===== src/rtl/sorl_ram.sv =====
// Generic simple dual-port RAM: one write port, one read port, registered read.
// Depends on nothing; holds the ring entries of the log.
module sorl_ram #(
  parameter int WIDTH = 64,
  parameter int DEPTH = 64
) (
  input  logic                     clk,
  input  logic                     we,
  input  logic [$clog2(DEPTH)-1:0] waddr,
  input  logic [WIDTH-1:0]         wdata,
  input  logic                     re,
  input  logic [$clog2(DEPTH)-1:0] raddr,
  output logic [WIDTH-1:0]         rdata
);

  logic [WIDTH-1:0] mem [DEPTH];

  always_ff @(posedge clk) begin
    if (we) begin
      mem[waddr] <= wdata;
    end
    if (re) begin
      rdata <= mem[raddr];
    end
  end

endmodule


===== config.mk =====
export PLATFORM = sky130hd
export DESIGN_NAME = sorl_ram
export DESIGN_NICKNAME = d
export VERILOG_FILES = /design/src/rtl/sorl_ram.sv
export SDC_FILE = /design/constraint.sdc
export NUM_CORES = 2
export LEC_CHECK = 0
export ABC_AREA = 1
export BUFFER_PORTS_ARGS = -buffer_cell sky130_fd_sc_hd__buf_2
export CAP_MARGIN = 15
export CORE_ASPECT_RATIO = 0.8
export CORE_MARGIN = 3
export CORE_UTILIZATION = 35
export CTS_CLUSTER_SIZE = 8
export DETAILED_ROUTE_END_ITERATION = 8
export SLEW_MARGIN = 10
export SYNTH_ARGS = -nofsm -noshare
export SYNTH_HDL_FRONTEND = slang
export SYNTH_SLANG_ARGS = --single-unit

===== constraint.sdc =====
create_clock -name clk -period 12.53 [get_ports clk]
set_input_delay 2.506 -clock clk [delete_from_list [all_inputs] [get_ports clk]]
set_output_delay 2.506 -clock clk [all_outputs]
set_load 0.005 [all_outputs]

# After elaboration in Yosys (flattened, before gate mapping)
# Memories as Yosys holds them, arrays and structs flattened. A register that Yosys moved wholly into a read port is not among the register bits.
# Cells that the tools add are included.
dict set report totals {
  out_inout_bits 64
  ff_bits 0
  ram_bits 4096
  memories 1
  input_bits 79
  wordCells 3
}
dict set report classes {
  n_mux 2
}
# memory depth width rd rd_clocked_by_memory_dff write_ports line_no
set mem_list {}
lappend mem_list {mem 64 64 1 1 1 16} ;# logic [WIDTH-1:0] mem [DEPTH];
# op count
set op_table {}
lappend op_table {{$mux 1} 2}

# Longest topological paths before layout
dict set report depth {
  word_depth 2
  ltp_mapped 13
  mapped_depth_nobuf 9
}

# Worst setup path after synthesis
# Ideal clock, no wire load.
dict set report synth_path {
  kind {input port to flip-flop}
  from {input we}
  to {memory mem[48][0] (enable)}
  arrival_time_ns 9.142
  cell_stages 3
  setup_time_ns 0.646
  setup_slack_ns 2.742
  path_cell_list {clkbuf_1 > nand4_1 > nor4_1}
}
dict set report synth_between {
  elab_chain_len 2
}
# element line_no
set synth_rtl {}
lappend synth_rtl {{start, declared} 8} ;# input logic we,
lappend synth_rtl {{$mux 1} 19} ;# if (we) begin
lappend synth_rtl {{$mux 1 (implied by the code)} 20} ;# mem[waddr] <= wdata;
lappend synth_rtl {{end, declared} 16}
# No other way between the ends.

==> flow_summary.yaml <==
clock_network:
  clk_pin_slew_ns: 0.05
  htreeDepth: 6
  cts.sinks: 4160
  numCtsBuffers: 594
  cts_buffer_depth: 4
  cts_setup_buffers: 0
  ctsHoldBuffers: 0
  root_buffer: "clkbuf_16"
  post_cts_resized: 0
  clk_latency_ns: 0.96
  cts_tree: "yes"
sta:
  period_share: 0.484
  clock_skew_ns: 0.0634
  rsz0062_at_grt: "no"
  min_period_ns: 6.07
  finalMaxSlewViolations: 0
  setup_viol: 0
  max_slew_margin: 0.111
  fmax_mhz: 165
  hold_viol_final: 0
  fin_setup_tns_ns: 0
  worst_slew_pin_slew_ns: 1.33
yosys:
  syn-num-nets: 13500
  synth_seq_cells: 4160
  yosysSeqAreaShare: 0.753
  yosysWarnings: 0
  netlist_instances: 13400
  postSynthAreaPerCell_um2: 12.4
  synth_area_mm2: 0.166
  synth_cell_types: 15
global_routing:
  grt_first_pass_wirelength_um: 775000
  met1_usage: 0.317
  busiest_layer: "met2"
  grt_max_degree: 210
  grt_overflow: 0
  grt_util_met3: 0.0423
  grt_pass1_vias: 101000
  met2_usage: 0.337
  track_usage: 0.220
  antenna_found_initial: 71
layout:
  finish.utilization: 0.400
  drive_gt1_frac: 0.0821
  n_fill_cell: 43500
  area_growth_pct: 13.5
  mostFrequentLayoutCell: "nand2_1"
  nNetsFinal: 13600
  final_cell_mix: "nand2_1, edfxtp_1, nand3_1"
min_path:
  hold-path-cell-count: 8
  hold_path.class: "flip-flop to flip-flop"
setup_path:
  cp.arrival_ns: 6.89
  end_kind: "flip-flop"
  cp_max_fo: 197
  worstRegToRegCells: 8
  start_kind: "input pin"
  crit_type: "input pin to flip-flop"
  worstPathRequired_ns: 13.35
placement:
  hpwl_um: 269000
  port_buffers: 142
  place_congestion: 0.787
detailed_routing:
  drt_pass1_iterations: 8
  antenna_left: 0
  drc: 0
  drt-vias-per-instance: 5.59
  vias: 111000
  wl_per_cell_um: 27.8
  drtIter0Drc: 16600
  routed_wl_um: 550000
run:
  drv_cap: 0
floorplanning:
  initial_core_util: 0.352
  ios: 143
  core_area_mm2: 0.471
  die_h_um: 622
  fp-row-count: 225
  dieArea_mm2: 0.482
  die_w_um: 776
run_status:
  status: "complete, no violations"
pwr:
  ir_drop_mv: 0.117
  p_leak_nw: 65.3
  p_per_area_mw_per_mm2: 166
where the power goes:
group          internal [mW]  switching (mW)  total (mW)
clock network           8.51            5.63        14.1
logic                  0.385            1.26        1.65
registers               15.5          0.0598        15.5
total                   24.4            6.95        31.3
final timing paths:
kind / startpoint / end / slack (ns)
worst max-delay path: raddr[0] / rdata[53] / 6.46
worst min-delay path: mem[34][26] / rdata[26] / 0.84
worst max register to register: mem[1][38] / rdata[38] / 10.48
worst min register to register: mem[34][26] / rdata[26] / 0.84
per-layer routing:
layer  up-vias  part of all wire
li1      47900                 -
met1     55100              0.41
met2      6572              0.45
met3      1042              0.11
met4        14             0.033
met5         -           0.00013
Yosys cell counts, drive strengths merged:
master / instances / share of area
nand2: 4416 / 0.10
edfxtp: 4160 / 0.75
nand3: 3847 / 0.12
buf: 750 / 0.026
clkbuf: 147 / 0.0033
nor2: 56 / 0.0013
inv: 12 / 0.00030
nand4: 9 / 0.00034
nor4: 8 / 0.00030
kinds of logic after synthesis:
| kind of cell | share of synthesized area |
|---|---|
| AND/OR/NAND/NOR | 0.218 |
| buffers and inverters | 0.0294 |
| flip-flops | 0.753 |
stage by stage:
step	power [mW]	area, µm²	setup WS [ns]	hold slack [ns]	cells
2_1_floorplan	16.7	166000	2.74	0.797	13400
3_3_place_gp	17.4	172000	5.65	0.845	19100
3_5_place_dp	17.4	172000	5.63	0.857	19100
4_1_cts	31.5	188000	6.63	0.858	19800
5_1_grt	32.2	188000	6.25	0.910	19800
6_report	31.3	188000	6.46	0.838	19800
worst max-delay path, cell delays in order:
cell	delay, ns
buf_12	0.29
buf_4	0.75
buf_4	0.71
buf_12	0.73
buf_4	0.64
nand2_1	0.11
nand3_1	0.12
nand3_1	0.10
nand3_1	0.14
nand3_1	0.09
nand2_1	0.09
nand2_1	0.05
nand2_1	0.07
final cells by class:
cell class,instances,area [µm²],area share
Clock inverter,41,537,0.00285
Sequential cell,4160,125000,0.663
Timing Repair Buffer,395,3100,0.0164
Multi-Input combinational cell,8336,36600,0.194
Inverter,12,105,0.000558
Antenna cell,22,55.1,0.000292
Tap cell,6242,7810,0.0415
Clock buffer,607,15200,0.0807
state kept, by name, summed over array words and instances, names as in the netlist:
register  flops
mem        4096
rdata        64
Power figures use the tool's default switching activity.
